--- src/hdl/urba_pkg.sv ---
// ============================================================================
// urba_pkg
// Shared types and constants of the uniform ring bump allocator.
// ============================================================================
package urba_pkg;

    localparam int SLOT_COUNT    = 3;
    localparam int SLOT_CAPACITY = 128 * 1024;
    localparam int CACHE_ENTRIES = 8;

    localparam int SLOT_W  = 2;
    localparam int OFS_W   = 18;
    localparam int BYTE_W  = 24;
    localparam int BIND_W  = 8;
    localparam int BUF_W   = 32;
    localparam int RANGE_W = 31;
    localparam int MASK_W  = 8;
    localparam int CFG_W   = 8;
    localparam int CFG_IDX_W = 1;

    localparam int FILL_W = $clog2(SLOT_CAPACITY + 1);
    localparam int AL_W   = FILL_W + 1;
    localparam int SUM_W  = BYTE_W + 1;
    localparam int CIDX_W = (CACHE_ENTRIES > 1) ? $clog2(CACHE_ENTRIES) : 1;

    typedef enum logic [1:0] {
        OP_ACQUIRE    = 2'd0,
        OP_UPLOAD     = 2'd1,
        OP_BIND       = 2'd2,
        OP_INVALIDATE = 2'd3
    } op_t;

    localparam logic [CFG_IDX_W-1:0] CFG_ALIGN_MASK = 1'd0;
    localparam logic [CFG_IDX_W-1:0] CFG_VALIDATE   = 1'd1;

    typedef struct packed {
        logic [BUF_W-1:0]   buffer_id;
        logic [RANGE_W-1:0] range_offset;
        logic [RANGE_W-1:0] range_size;
    } cache_entry_t;

    typedef struct packed {
        logic rd_en;
        logic wr_en;
        logic clear;
    } cache_ctl_t;

endpackage

--- src/hdl/urba_bind_cache.sv ---
// ============================================================================
// urba_bind_cache
// Bind range cache: synchronous memory with per-entry valid bits; an entry
// that is not valid reads as all zeros.
// ============================================================================
module urba_bind_cache
    import urba_pkg::*;
(
    input  logic              aclk,
    input  logic              aresetn,
    input  cache_ctl_t        ctl,
    input  logic [CIDX_W-1:0] rd_idx,
    input  logic [CIDX_W-1:0] wr_idx,
    input  cache_entry_t      wr_entry,
    output cache_entry_t      rd_entry
);

    cache_entry_t                 mem [CACHE_ENTRIES];
    cache_entry_t                 rd_data_reg;
    logic                         rd_valid_reg;
    logic [CACHE_ENTRIES-1:0]     valid_reg;

    always_ff @(posedge aclk) begin
        if (ctl.wr_en) begin
            mem[wr_idx] <= wr_entry;
        end
        if (ctl.rd_en) begin
            rd_data_reg <= mem[rd_idx];
        end
    end

    always_ff @(posedge aclk) begin
        if (!aresetn) begin
            valid_reg    <= '0;
            rd_valid_reg <= 1'b0;
        end else begin
            if (ctl.clear) begin
                valid_reg <= '0;
            end else if (ctl.wr_en) begin
                valid_reg[wr_idx] <= 1'b1;
            end
            if (ctl.rd_en) begin
                rd_valid_reg <= valid_reg[rd_idx];
            end
        end
    end

    assign rd_entry = rd_valid_reg ? rd_data_reg : '0;

endmodule

--- src/hdl/uniform_ring_bump_allocator.sv ---
// ============================================================================
// uniform_ring_bump_allocator
// Ring of uniform slots with a bump allocator and a range bind cache.
// ============================================================================
// Usage:
//   s_* carries one command word (acquire, upload, bind range, invalidate);
//   m_* returns exactly one result word per command. Both use valid/ready.
//   cfg_* writes align_mask (index 0) or validate_enable (index 1); it is
//   always ready and must only be used while no command is in flight.
// Sequence:
//   The accept cycle reads the bind cache entry from its synchronous memory;
//   the execute state (ST_EXEC) then compares, writes back and loads the
//   result register. No new command is accepted until the current one has
//   loaded its result register.
// Stall:
//   A waiting result does not block the next accept; the following command
//   then holds in its execute cycle until the result register frees up.
// Reset:
//   Slot 0, empty fill offset, all cache entries zero (valid bits cleared),
//   align_mask 15, validate_enable 0. No clearing pass is needed.
// ============================================================================
module uniform_ring_bump_allocator
    import urba_pkg::*;
(
    input  logic                 aclk,
    input  logic                 aresetn,

    input  logic                 s_valid,
    output logic                 s_ready,
    input  logic [1:0]           s_opcode,
    input  logic [BYTE_W-1:0]    s_byte_count,
    input  logic [BIND_W-1:0]    s_bind_index,
    input  logic [BUF_W-1:0]     s_buffer_id,
    input  logic [RANGE_W-1:0]   s_range_offset,
    input  logic [RANGE_W-1:0]   s_range_size,

    output logic                 m_valid,
    input  logic                 m_ready,
    output logic [SLOT_W-1:0]    m_slot_index,
    output logic [OFS_W-1:0]     m_upload_offset,
    output logic                 m_overflowed,
    output logic                 m_bind_skipped,
    output logic                 m_bind_issued,
    output logic                 m_misaligned,

    input  logic                 cfg_valid,
    output logic                 cfg_ready,
    input  logic [CFG_IDX_W-1:0] cfg_index,
    input  logic [CFG_W-1:0]     cfg_data
);

    typedef enum logic {
        ST_IDLE,
        ST_EXEC
    } state_t;

    state_t              state_reg;
    logic                m_valid_reg;
    logic [SLOT_W-1:0]   slot_reg,   slot_next;
    logic [FILL_W-1:0]   fill_reg,   fill_next;
    logic [MASK_W-1:0]   align_mask_reg;
    logic                validate_reg;

    op_t                 op_reg;
    logic [BYTE_W-1:0]   bytes_reg;
    logic [BIND_W-1:0]   bind_idx_reg;
    cache_entry_t        req_reg;

    logic [OFS_W-1:0]    m_upload_offset_reg;
    logic                m_overflowed_reg;
    logic                m_bind_skipped_reg;
    logic                m_bind_issued_reg;
    logic                m_misaligned_reg;

    logic                in_accept;
    logic                out_free;
    logic                exec_done;
    logic                cached;
    logic                hit;
    logic [AL_W-1:0]     mask_ext;
    logic [AL_W-1:0]     aligned;
    logic [SUM_W-1:0]    end_sum;
    logic                ovf;
    logic                mis;
    cache_ctl_t          cache_ctl;
    cache_entry_t        rd_entry;

    assign in_accept = s_valid && s_ready;
    assign s_ready   = (state_reg == ST_IDLE);
    assign cfg_ready = 1'b1;
    assign out_free  = !m_valid_reg || m_ready;
    assign exec_done = (state_reg == ST_EXEC) && out_free;

    assign cached   = (bind_idx_reg < BIND_W'(CACHE_ENTRIES));
    assign hit      = cached && (rd_entry == req_reg);
    assign mask_ext = AL_W'(align_mask_reg);
    assign aligned  = (AL_W'(fill_reg) + mask_ext) & ~mask_ext;
    assign end_sum  = SUM_W'(aligned) + SUM_W'(bytes_reg);
    assign ovf      = (end_sum > SUM_W'(SLOT_CAPACITY));
    assign mis      = validate_reg
                      && ((req_reg.range_offset[MASK_W-1:0] & align_mask_reg) != '0);

    always_comb begin
        cache_ctl.rd_en = in_accept;
        cache_ctl.wr_en = exec_done && (op_reg == OP_BIND) && cached && !hit;
        cache_ctl.clear = exec_done
                          && ((op_reg == OP_ACQUIRE) || (op_reg == OP_INVALIDATE));
    end

    always_comb begin
        slot_next = slot_reg;
        fill_next = fill_reg;
        case (op_reg)
            OP_ACQUIRE: begin
                slot_next = (slot_reg == SLOT_W'(SLOT_COUNT - 1)) ? '0 : slot_reg + 1'b1;
                fill_next = '0;
            end
            OP_UPLOAD: begin
                if (!ovf) begin
                    fill_next = FILL_W'(end_sum);
                end
            end
            OP_INVALIDATE: begin
                slot_next = '0;
                fill_next = '0;
            end
            default: begin
            end
        endcase
    end

    urba_bind_cache u_cache (
        .aclk     (aclk),
        .aresetn  (aresetn),
        .ctl      (cache_ctl),
        .rd_idx   (s_bind_index[CIDX_W-1:0]),
        .wr_idx   (bind_idx_reg[CIDX_W-1:0]),
        .wr_entry (req_reg),
        .rd_entry (rd_entry)
    );

    always_ff @(posedge aclk) begin
        if (!aresetn) begin
            state_reg      <= ST_IDLE;
            m_valid_reg    <= 1'b0;
            slot_reg       <= '0;
            fill_reg       <= '0;
            align_mask_reg <= MASK_W'(15);
            validate_reg   <= 1'b0;
        end else begin
            if (cfg_valid && cfg_ready) begin
                unique case (cfg_index)
                    CFG_ALIGN_MASK: align_mask_reg <= cfg_data[MASK_W-1:0];
                    CFG_VALIDATE:   validate_reg   <= cfg_data[0];
                    default: begin
                    end
                endcase
            end
            if (m_valid_reg && m_ready && !exec_done) begin
                m_valid_reg <= 1'b0;
            end
            unique case (state_reg)
                ST_IDLE: begin
                    if (in_accept) begin
                        state_reg <= ST_EXEC;
                    end
                end
                ST_EXEC: begin
                    if (out_free) begin
                        state_reg           <= ST_IDLE;
                        m_valid_reg         <= 1'b1;
                        slot_reg            <= slot_next;
                        fill_reg            <= fill_next;
                        m_upload_offset_reg <= ((op_reg == OP_UPLOAD) && !ovf)
                                               ? OFS_W'(aligned) : '0;
                        m_overflowed_reg    <= (op_reg == OP_UPLOAD) && ovf;
                        m_bind_skipped_reg  <= (op_reg == OP_BIND) && hit;
                        m_bind_issued_reg   <= (op_reg == OP_BIND) && !hit;
                        m_misaligned_reg    <= (op_reg == OP_BIND) && !hit && mis;
                    end
                end
                default: state_reg <= ST_IDLE;
            endcase
        end
    end

    always_ff @(posedge aclk) begin
        if (in_accept) begin
            op_reg               <= op_t'(s_opcode);
            bytes_reg            <= s_byte_count;
            bind_idx_reg         <= s_bind_index;
            req_reg.buffer_id    <= s_buffer_id;
            req_reg.range_offset <= s_range_offset;
            req_reg.range_size   <= s_range_size;
        end
    end

    assign m_valid         = m_valid_reg;
    assign m_slot_index    = slot_reg;
    assign m_upload_offset = m_upload_offset_reg;
    assign m_overflowed    = m_overflowed_reg;
    assign m_bind_skipped  = m_bind_skipped_reg;
    assign m_bind_issued   = m_bind_issued_reg;
    assign m_misaligned    = m_misaligned_reg;

endmodule

--- config.mk ---
export PLATFORM = sky130hd
export DESIGN_NAME = uniform_ring_bump_allocator
export DESIGN_NICKNAME = d
export VERILOG_FILES = /design/src/hdl/urba_pkg.sv /design/src/hdl/urba_bind_cache.sv /design/src/hdl/uniform_ring_bump_allocator.sv
export SDC_FILE = /design/constraint.sdc
export NUM_CORES = 1
export LEC_CHECK = 0
export BUFFER_PORTS_ARGS = -buffer_cell sky130_fd_sc_hd__buf_4
export CAP_MARGIN = 10
export CORE_AREA = 8 8 261 263
export CTS_CLUSTER_SIZE = 20
export DETAILED_ROUTE_END_ITERATION = 10
export DIE_AREA = 0 0 269 271
export PLACE_DENSITY = 0.8
export SYNTH_ARGS = -nofsm -noshare
export SYNTH_HDL_FRONTEND = slang
export SYNTH_HIERARCHICAL = 1
export SYNTH_SLANG_ARGS = --single-unit
--- constraint.sdc ---
create_clock -name aclk -period 34.7 [get_ports aclk]
set_input_delay 5.205 -clock aclk [delete_from_list [all_inputs] [get_ports aclk]]
set_output_delay 5.205 -clock aclk [all_outputs]
set_load 0.005 [all_outputs]
==> impl_metrics.json, run 1 <==
{
  "post-route-min-period_ns": 8.19,
  "cts_buffers": 100,
  "routed_wl_um": 87300,
  "largest_register_ffs": 752,
  "cts_root_buffer": "clkbuf_16",
  "hold_buffers": 0,
  "synth_cell_types": 68,
  "finalWorstSetupSlack_ns": 26.51,
  "cap_violations": 0,
  "status": "complete, no violations",
  "synthTopCellsByCount": "edfxtp_1 (996), mux4_2 (184), xor2_1 (102)",
  "p_sw_uw": 534,
  "timing.final.max_slew_violations": 0,
  "track_usage": 0.241,
  "grt_pass1_wl_um": 131000,
  "crit_top_cell": "buf_4",
  "num_vias": 20000,
  "grt_pass1_vias": 21100,
  "clockPowerShare": 0.400,
  "rows": 93,
  "final_layout_size_suffix_gt1_frac": 0.274,
  "grt_overflow": 0,
  "slew-limit-headroom": 0.297,
  "ys_warn_count": 6,
  "cp_data_arrival_time_ns": 8.59,
  "synth_area_leaders": "edfxtp_1 (73%), mux4_2 (10%), mux2_2 (2.6%), xor2_1 (2.2%), dfxtp_1 (1.9%)",
  "clk_pin_slew_ns": 0.06,
  "grt_max_degree": 158,
  "dp_slack_ns": 25.76,
  "syn_area_mm2": 0.0411,
  "synth.most_common_cell": "edfxtp_1",
  "synth-seq-cells": 1036,
  "fp.dieArea_mm2": 0.0729,
  "layout.nets": 2434,
  "synth_top_area_cell": "edfxtp_1",
  "slowest_stage": "buf_4",
  "comb_power_share": 0.045,
  "synth_top_area_share": 0.728,
  "post_drt_via_cell_ratio": 6.28,
  "core_area_mm2": 0.0639,
  "drt-pass1-iter-count": 5,
  "clock_latency_ns": 0.66,
  "worst_slew_pin_slew_ns": 1.05,
  "leakage_uw": 0.0154,
  "gp_congestion": 0.871,
  "hold_viol_final": 0,
  "cts_max_level": 3,
  "synth-seq-area-share": 0.747,
  "finalPower_uw": 2570,
  "clockBufferDepth": 3,
  "placed_area_mm2": 0.0432,
  "finalInstanceArea_mm2": 0.0463,
  "start_kind": "primary input",
  "finalClockSkew_ns": 0.0270,
  "p_int_uw": 2030,
  "drc": 0,
  "wl_per_cell_um": 27.3,
  "cts_resized": 0,
  "ys.flop_type": "edfxtp_1",
  "rsz0062_at_grt": "false",
  "die_h_um": 271,
  "cp.required_ns": 35.10,
  "fillers": 3578,
  "pin_count": 169,
  "cts_tree": "yes",
  "portBuffers": 167,
  "start_util": 0.644,
  "cp_slowest_stage_delay_ns": 0.87,
  "pwr-share-seq": 0.554,
  "crit_type": "primary input to flop",
  "peakVddDrop_uv": 67.4,
  "max_freq_mhz": 122,
  "hpwl_um": 49600,
  "die_width_um": 269,
  "fin_crit_sh": 0.236,
  "setup_tns_ns": 0,
  "synthArstFlopShare": 0,
  "postRouteAntennaNets": 0,
  "syn_avg_cell_area_um2": 20.1,
  "area_growth_pct": 12.5,
  "setup_violations": 0,
  "power-per-cell-area_mw_per_mm2": 55.5,
  "drtIter0Drc": 1767,
  "synthesis.nets": 2224,
  "p_sw_frac": 0.208,
  "antenna_found_initial": 2,
  "synth-edff-count": 996,
  "min_path_type": "flop to flop",
  "postSynthCellCount": 2050,
  "cts.sinks": 1036,
  "post_cts_buffers": 0,
  "cp_max_fo": 60,
  "crit_chain": "buf_8 > buf_4 > buf_4 > mux4_1 > mux2_2",
  "cp-end-kind": "flop"
}
[cells by family after synthesis]
logic type                 Yosys count  synth area share
AOI/OAI and AO/OA                  105            0.0177
xor gates and xnor gates           127            0.0271
adders and majority gates           32            0.0101
buffers and inverters              101            0.0154
DFF                               1036             0.747
muxes                              308             0.136
other                                1         0.0000912
and+or+nand+nor                    340            0.0468
[worst paths after layout]
path                              to  slack [ns]  cells past startpoint              start
max          u_cache/rd_data_reg[67]       26.51                      5    s_bind_index[0]
min                     validate_reg        0.47                      2       validate_reg
max reg2reg       m_upload_offset[0]       28.05                     20  align_mask_reg[0]
min reg2reg             validate_reg        0.47                      2       validate_reg
[worst max-delay path, delay by kind of cell]
kind	cells	cell delay, ns
buf+inv	3	2.20
mux	2	1.00
[layout make-up]
class | instances | area, um2 | area share
Tap cell | 855 | 1070 | 0.0231
Clock buffer | 129 | 2680 | 0.0580
Sequential cell | 1036 | 30700 | 0.664
Timing Repair Buffer | 194 | 1480 | 0.0320
Multi-Input combinational cell | 913 | 9850 | 0.213
Clock inverter | 48 | 410 | 0.00887
Antenna cell | 1 | 2.50 | 0.0000541
Inverter | 15 | 56.3 | 0.00122
[cells in the final DEF, fill, tap and decap left out, drive strengths merged, types with 32 or more instances in the layout]
| cell type | count |
|---|---|
| clkinv | 35 |
| nand2 | 73 |
| xor2 | 102 |
| clkbuf | 129 |
| mux2 | 94 |
| buf | 194 |
| nor2 | 32 |
| edfxtp | 996 |
| and2 | 98 |
| dfxtp | 40 |
| mux4 | 189 |
[power by group through the flow]
stage	Clock (uW)	Sequential, uW	Combinational (uW)
after floorplan	0	1440	78.1
after global placement	0	1450	114
after CTS	1040	1420	118
final	1030	1420	117
after detailed placement	0	1450	116
after global routing	1090	1420	125
[metrics by stage]
step	utilization	hold slack (ns)	std cells
floorplan	-	0.435	2050
global placement	0.676	0.447	3012
detailed placement	0.676	0.452	3012
CTS	0.724	0.469	3189
global route	0.724	0.481	3191
finish	0.724	0.466	3191
[layer usage]
layer	GRT usage	wire, um	share of wire
met2	0.392	43400	0.50
met3	0.0494	6640	0.076
met4	0.0945	3490	0.040
met1	0.323	33700	0.39
met5	0	11	0.00013
Note: power is estimated with default switching activity, not from simulation.
==> inputs of run 2 (changes only) <==
--- a/config.mk
+++ b/config.mk
@@ -5,13 +5,14 @@
 export SDC_FILE = /design/constraint.sdc
 export NUM_CORES = 1
 export LEC_CHECK = 0
+export ABC_AREA = 1
 export BUFFER_PORTS_ARGS = -buffer_cell sky130_fd_sc_hd__buf_4
 export CAP_MARGIN = 10
-export CORE_AREA = 8 8 261 263
+export CORE_AREA = 8 8 271 273
 export CTS_CLUSTER_SIZE = 20
 export DETAILED_ROUTE_END_ITERATION = 10
-export DIE_AREA = 0 0 269 271
-export PLACE_DENSITY = 0.8
+export DIE_AREA = 0 0 279 281
+export PLACE_DENSITY = 0.76
 export SYNTH_ARGS = -nofsm -noshare
 export SYNTH_HDL_FRONTEND = slang
 export SYNTH_HIERARCHICAL = 1
==> constraint.sdc (replaced) <==
create_clock -name aclk -period 8.05 [get_ports aclk]
set_input_delay 1.2075 -clock aclk [delete_from_list [all_inputs] [get_ports aclk]]
set_output_delay 1.2075 -clock aclk [all_outputs]
set_load 0.005 [all_outputs]
==> run 2 against run 1 <==
Critical path depth is 10 higher. Non-clock buffer count is 3 higher. Combinational power grew to 6.2 times the previous value. Total power grew to 4.5 times the previous value. Clock power grew to 4.5 times the previous value. Wire length is 9.1% higher. Critical endpoint is now u_cache/mem[6][32].
==> impl_metrics.json, run 2 <==
{
  "grt_max_degree": 241,
  "gp_congestion": 0.894,
  "hpwl_um": 51500,
  "cts_root_buffer": "clkbuf_16",
  "placed_area_mm2": 0.0443,
  "start_util": 0.612,
  "timing.final.max_slew_violations": 0,
  "power-per-cell-area_mw_per_mm2": 243,
  "ys_warn_count": 6,
  "post_cts_buffers": 0,
  "fin_crit_sh": 0.639,
  "ys.flop_type": "edfxtp_1",
  "grt_overflow": 0,
  "crit_type": "flop to flop",
  "routed_wl_um": 95200,
  "num_vias": 26600,
  "cts_max_level": 3,
  "area_growth_pct": 12.2,
  "cp_max_fo": 95,
  "syn_area_mm2": 0.0424,
  "drtIter0Drc": 2810,
  "cp_data_arrival_time_ns": 5.41,
  "cts_tree": "yes",
  "synth_top_area_share": 0.706,
  "setup_violations": 0,
  "synthTopCellsByCount": "edfxtp_1 (996), nand2_1 (626), nor2_1 (509)",
  "synth_area_leaders": "edfxtp_1 (71%), nand2_1 (5.5%), nor2_1 (4.5%), o21ai_0 (4.5%), o22ai_1 (2.8%)",
  "start_kind": "flop",
  "cts_buffers": 101,
  "clockBufferDepth": 3,
  "largest_register_ffs": 752,
  "clk_pin_slew_ns": 0.06,
  "die_h_um": 281,
  "holdWs_ns": 0.476,
  "postSynthCellCount": 3493,
  "die_width_um": 279,
  "n_antenna_cell": 0,
  "synthesis.nets": 3667,
  "layout.nets": 3797,
  "synthArstFlopShare": 0,
  "finalInstanceArea_mm2": 0.0475,
  "fp.dieArea_mm2": 0.0784,
  "antenna_found_initial": 0,
  "final_cell_mix": "edfxtp_1 (996), nand2_1 (626), nor2_1 (498), o21ai_0 (380), inv_1 (229)",
  "status": "complete, no violations",
  "hold_buffers": 0,
  "hold_viol_final": 0,
  "final_layout_size_suffix_gt1_frac": 0.103,
  "post_drt_via_cell_ratio": 5.73,
  "cp-end-kind": "flop",
  "drc": 0,
  "synth-edff-count": 996,
  "core_area_mm2": 0.0693,
  "final_common_cell": "edfxtp_1",
  "finalCoreUtilization": 0.686,
  "synth-seq-area-share": 0.725,
  "synth.most_common_cell": "edfxtp_1",
  "synth_cell_types": 43,
  "finalPower_uw": 11500,
  "setup_tns_ns": 0,
  "portBuffers": 167,
  "postRouteAntennaNets": 0,
  "finalClockSkew_ns": 0.0482,
  "peakVddDrop_uv": 187,
  "cap_violations": 0,
  "cp.required_ns": 8.32,
  "min_path_type": "flop to flop",
  "rsz0062_at_grt": "false",
  "synth-seq-cells": 1036,
  "cts_resized": 0,
  "drt-pass1-iter-count": 6,
  "pin_count": 169,
  "leakage_uw": 0.0177,
  "post-route-min-period_ns": 5.14,
  "rows": 97,
  "grt_pass1_vias": 26200,
  "syn_avg_cell_area_um2": 12.1,
  "clock_latency_ns": 0.67,
  "wl_per_cell_um": 20.5,
  "max_freq_mhz": 194,
  "slew-limit-headroom": 0.223,
  "track_usage": 0.239,
  "synth_top_area_cell": "edfxtp_1",
  "worst_slew_pin_slew_ns": 1.17,
  "grt_pass1_wl_um": 147000,
  "cts.sinks": 1036
}
## run 2: cell types whose count changed in the layout (fill, tap and decap cells not counted), moves of 17 or more
cell / delta
nand2_1: +553
nor2_1: +467
o21ai_0: +366
inv_1: +214
o22ai_1: +188
mux4_2: -184
and2_1: -96
mux2_2: -94
nand3_1: +55
mux2i_1: -25
nor2b_1: -24
clkinv_1: +17
## run 2: final cells by class
type | count | area (um2)
flip-flops and latches | 1036 | 30700
clock inverters | 62 | 609
multi-input cells | 2051 | 9960
repair buffers | 197 | 1540
clock buffers | 122 | 2650
fillers | 4821 | 21800
well taps | 940 | 1180
inverters | 236 | 898
## run 2: path summary, 6_finish.rpt
| path | from | to | slack (ns) | depth (start not counted) |
|---|---|---|---|---|
| max | u_cache/rd_valid_reg | u_cache/mem[6][32] | 2.91 | 15 |
| min | u_cache/valid_reg[3] | u_cache/valid_reg[3] | 0.48 | 2 |
| max reg2reg | u_cache/rd_valid_reg | u_cache/mem[6][32] | 2.91 | 15 |
| min reg2reg | u_cache/valid_reg[3] | u_cache/valid_reg[3] | 0.48 | 2 |
## run 2: critical path: stages (launching register included)
cell     delay (ns)
dfxtp_4        1.09
nand2_1        0.14
inv_1          0.13
xor2_1         0.19
nor4_1         0.09
nand4_1        0.23
nor2_1         0.10
nand3_1        0.20
nand2_1        0.14
nor2_1         0.16
inv_1          0.05
nor2_1         0.08
inv_1          0.16
nor2_4         0.61
buf_4          0.66
buf_4          0.66
## run 2: cells by family after synthesis
family          Yosys count  synth area share
xor+xnor                102            0.0211
flops                  1036             0.725
simple gates           1289             0.122
compound gates          627            0.0808
buf+inv                 406            0.0422
other cells               1         0.0000885
fa+ha+maj                32           0.00980
## run 2: layer usage
metal | wire [um] | global-route usage | up-vias | part of all wire
li1 | - | - | 12500 | -
met1 | 40300 | 0.330 | 12900 | 0.42
met2 | 45600 | 0.387 | 1043 | 0.48
met3 | 7200 | 0.0481 | 144 | 0.076
met4 | 2150 | 0.0705 | 0 | 0.023
met5 | 0 | 0 | - | 0
## run 2: per-stage QoR
stage,setup WS [ns],cells
3_3_place_gp,2.97,4460
5_1_grt,2.45,4644
2_1_floorplan,0.487,3493
3_5_place_dp,2.83,4460
4_1_cts,2.80,4644
6_report,2.91,4644
## run 2: where the power goes
part           internal (uW)  switching, uW  leakage, uW
Sequential              6040            135      0.00943
Clock                   2670           1970      0.00158
Combinational            252            474      0.00673
Total                   8950           2580       0.0177
==> inputs of run 3 (changes only) <==
--- a/config.mk
+++ b/config.mk
@@ -5,14 +5,14 @@
 export SDC_FILE = /design/constraint.sdc
 export NUM_CORES = 1
 export LEC_CHECK = 0
-export ABC_AREA = 1
+export ABC_AREA = 0
 export BUFFER_PORTS_ARGS = -buffer_cell sky130_fd_sc_hd__buf_4
 export CAP_MARGIN = 10
-export CORE_AREA = 8 8 271 273
+export CORE_AREA = 8 8 269 271
 export CTS_CLUSTER_SIZE = 20
 export DETAILED_ROUTE_END_ITERATION = 10
-export DIE_AREA = 0 0 279 281
-export PLACE_DENSITY = 0.76
+export DIE_AREA = 0 0 277 279
+export PLACE_DENSITY = 0.75
 export SYNTH_ARGS = -nofsm -noshare
 export SYNTH_HDL_FRONTEND = slang
 export SYNTH_HIERARCHICAL = 1
==> constraint.sdc (replaced) <==
create_clock -name aclk -period 5.3 [get_ports aclk]
set_input_delay 0.795 -clock aclk [delete_from_list [all_inputs] [get_ports aclk]]
set_output_delay 0.795 -clock aclk [all_outputs]
set_load 0.005 [all_outputs]
==> run 3 against run 2 <==
Sequential share of layout area barely moved. Clock power rose by 60%. Die area fell by 1.4%. Clock-buffer cell count rose by 4. Sequential power rose by 51%.
==> impl_metrics.json, run 3 (synthesis results as in run 1) <==
{
  "status": "complete, no violations",
  "slowest_stage": "or3b_1",
  "m1WireLength_um": 37000,
  "worstPathBufferInverterCount": 4,
  "peakVddDrop_uv": 263,
  "wl_per_cell_um": 27.7,
  "p_int_uw": 13900,
  "final_cell_mix": "edfxtp_1 (996), buf_4 (222), mux4_2 (184), clkbuf_16 (109), xor2_1 (101)",
  "die_h_um": 279,
  "final_layout_size_suffix_gt1_frac": 0.305,
  "p_sw_uw": 3610,
  "cp-end-kind": "flop",
  "dp_slack_ns": -0.00140,
  "cts_tree": "yes",
  "clock_latency_ns": 0.66,
  "placed_area_mm2": 0.0439,
  "cp_max_fo": 18,
  "finalWorstSetupSlack_ns": 0.195,
  "final_common_cell": "edfxtp_1",
  "die_width_um": 277,
  "highest_layer": "met5",
  "post_drt_via_cell_ratio": 6.22,
  "track_usage": 0.233,
  "start_util": 0.605,
  "worst_slew_pin_slew_ns": 1.25,
  "rows": 96,
  "fp.dieArea_mm2": 0.0773,
  "fin_crit_sh": 0.963,
  "cp_slowest_stage_delay_ns": 0.43,
  "dr_wl_met3_um": 6850,
  "postRouteAntennaNets": 0,
  "comb_power_share": 0.047,
  "crit_chain": "and2_1 > fa_2 > a21oi_2 > nor2_1 > nor2_2 > o21bai_1 > a21oi_2 > o21ai_2 > buf_4 > and3_1 > xor2_2 > ha_1 > buf_4 > nand4_1 > or2_2 > a2111oi_0 > nor2_1 > and2_1 > a2111oi_2 > buf_4 > nand3_1 > or3b_1 > buf_12 > nor3b_2",
  "start_kind": "flop",
  "grt_pass1_vias": 21100,
  "p_sw_frac": 0.206,
  "drc": 0,
  "routed_wl_um": 91200,
  "cp_top_family": "simple AND/OR/NAND/NOR gates",
  "crit_type": "flop to flop",
  "num_vias": 20500,
  "cp_data_arrival_time_ns": 5.62,
  "timing.final.max_slew_violations": 0,
  "portBuffers": 167,
  "slew-limit-headroom": 0.166,
  "area_growth_pct": 15.7,
  "wl_met2_um": 44800,
  "post-route-min-period_ns": 5.10,
  "pin_count": 169,
  "setup_violations": 0,
  "gp_congestion": 0.892,
  "pwr-share-seq": 0.531,
  "clockPowerShare": 0.423,
  "hold_viol_final": 0,
  "grt_overflow": 0,
  "min_path_type": "primary input to flop",
  "cts_buffers": 101,
  "grt_pass1_wl_um": 135000,
  "leakage_uw": 0.0160,
  "cts_root_buffer": "clkbuf_16",
  "drt-pass1-iter-count": 5,
  "max_freq_mhz": 196,
  "dp_cells": 3092,
  "crit_top_cell": "buf_4",
  "grt_max_degree": 153,
  "drtIter0Drc": 2103,
  "finalClockSkew_ns": 0.0281,
  "final_cell_count_no_fill": 3288,
  "layout.nets": 2493,
  "power-per-cell-area_mw_per_mm2": 369,
  "cts_max_level": 3,
  "cap_violations": 0,
  "clockBufferDepth": 3,
  "hpwl_um": 52200,
  "clk_pin_slew_ns": 0.06,
  "cts.sinks": 1036,
  "core_area_mm2": 0.0680,
  "largest_register_ffs": 752,
  "finalInstanceArea_mm2": 0.0476,
  "antenna_found_initial": 4,
  "cp.required_ns": 5.81
}
## run 3: cell count changes in the layout (fill, tap and decap cells not counted), sizes merged, moves of 53 or more
cell	change
mux2	+94
inv	-218
and2	+96
nand2	-564
nor2	-483
buf	+53
o22ai	-188
o21ai	-377
mux4	+189
nand3	-56
## run 3: path summary, 6_finish.rpt
check	startpoint	to	slack [ns]	cells past startpoint
worst min-delay path	s_range_offset[4]	req_reg[35]	0.31	1
worst max register to register	fill_reg[0]	m_upload_offset[0]	0.20	24
worst min register to register	fill_reg[5]	fill_reg[5]	0.47	2
worst max-delay path	fill_reg[0]	m_upload_offset[0]	0.20	24
## run 3: timing repair
| item | CTS | global route |
|---|---|---|
| pin swaps | 0 | 12 |
| setup endpoints to repair | 7 | 36 |
| hold endpoints to repair | 0 | 0 |
| gates cloned | 0 | 3 |
| buffers inserted | 0 | 3 |
| hold buffers | 0 | 0 |
| resized for setup | 1 | 20 |
## run 3: through the flow
step	util	hold slack, ns	TNS, ns	power, uW
after CTS	0.697	0.266	0	17700
final	0.700	0.308	0	17500
after floorplan	-	0.435	-58.96	9930
after detailed placement	0.646	0.458	-0.00140	10300
after global routing	0.699	0.278	-0.0408	18000
after global placement	0.646	0.448	-2.82	10300
## run 3: area by class of cell
class                   count  area, um2
flip-flops and latches   1036      30700
fillers                  4067      20400
multi-input cells         913       9950
clock buffers             126       2810
repair buffers            252       2250
well taps                 882       1100
clock inverters            63        673
inverters                  15       56.3
diodes                      1       2.50
## run 3: routing by layer
layer | up-vias | track usage
li1 | 8786 | -
met1 | 10600 | 0.324
met2 | 903 | 0.376
met3 | 136 | 0.0466
met4 | 4 | 0.0728
met5 | - | 0
## run 3: worst register-to-register path, stage by stage, from the launching register on
cell,delay (ns)
dfxtp_1,0.31
and2_1,0.17
fa_2,0.35
a21oi_2,0.14
nor2_1,0.06
nor2_2,0.14
o21bai_1,0.10
a21oi_2,0.17
o21ai_2,0.10
buf_4,0.17
and3_1,0.19
xor2_2,0.15
ha_1,0.30
buf_4,0.13
nand4_1,0.13
or2_2,0.31
a2111oi_0,0.33
nor2_1,0.10
and2_1,0.18
a2111oi_2,0.40
buf_4,0.18
nand3_1,0.06
or3b_1,0.43
buf_12,0.18
nor3b_2,0.18
## run 3: power groups by stage
stage | clock (uW) | combinational (uW) | sequential (uW)
after detailed placement | 0 | 814 | 9470
after CTS | 7550 | 822 | 9300
after global placement | 0 | 806 | 9460
after global routing | 7830 | 870 | 9320
after floorplan | 0 | 513 | 9420
final | 7410 | 817 | 9300
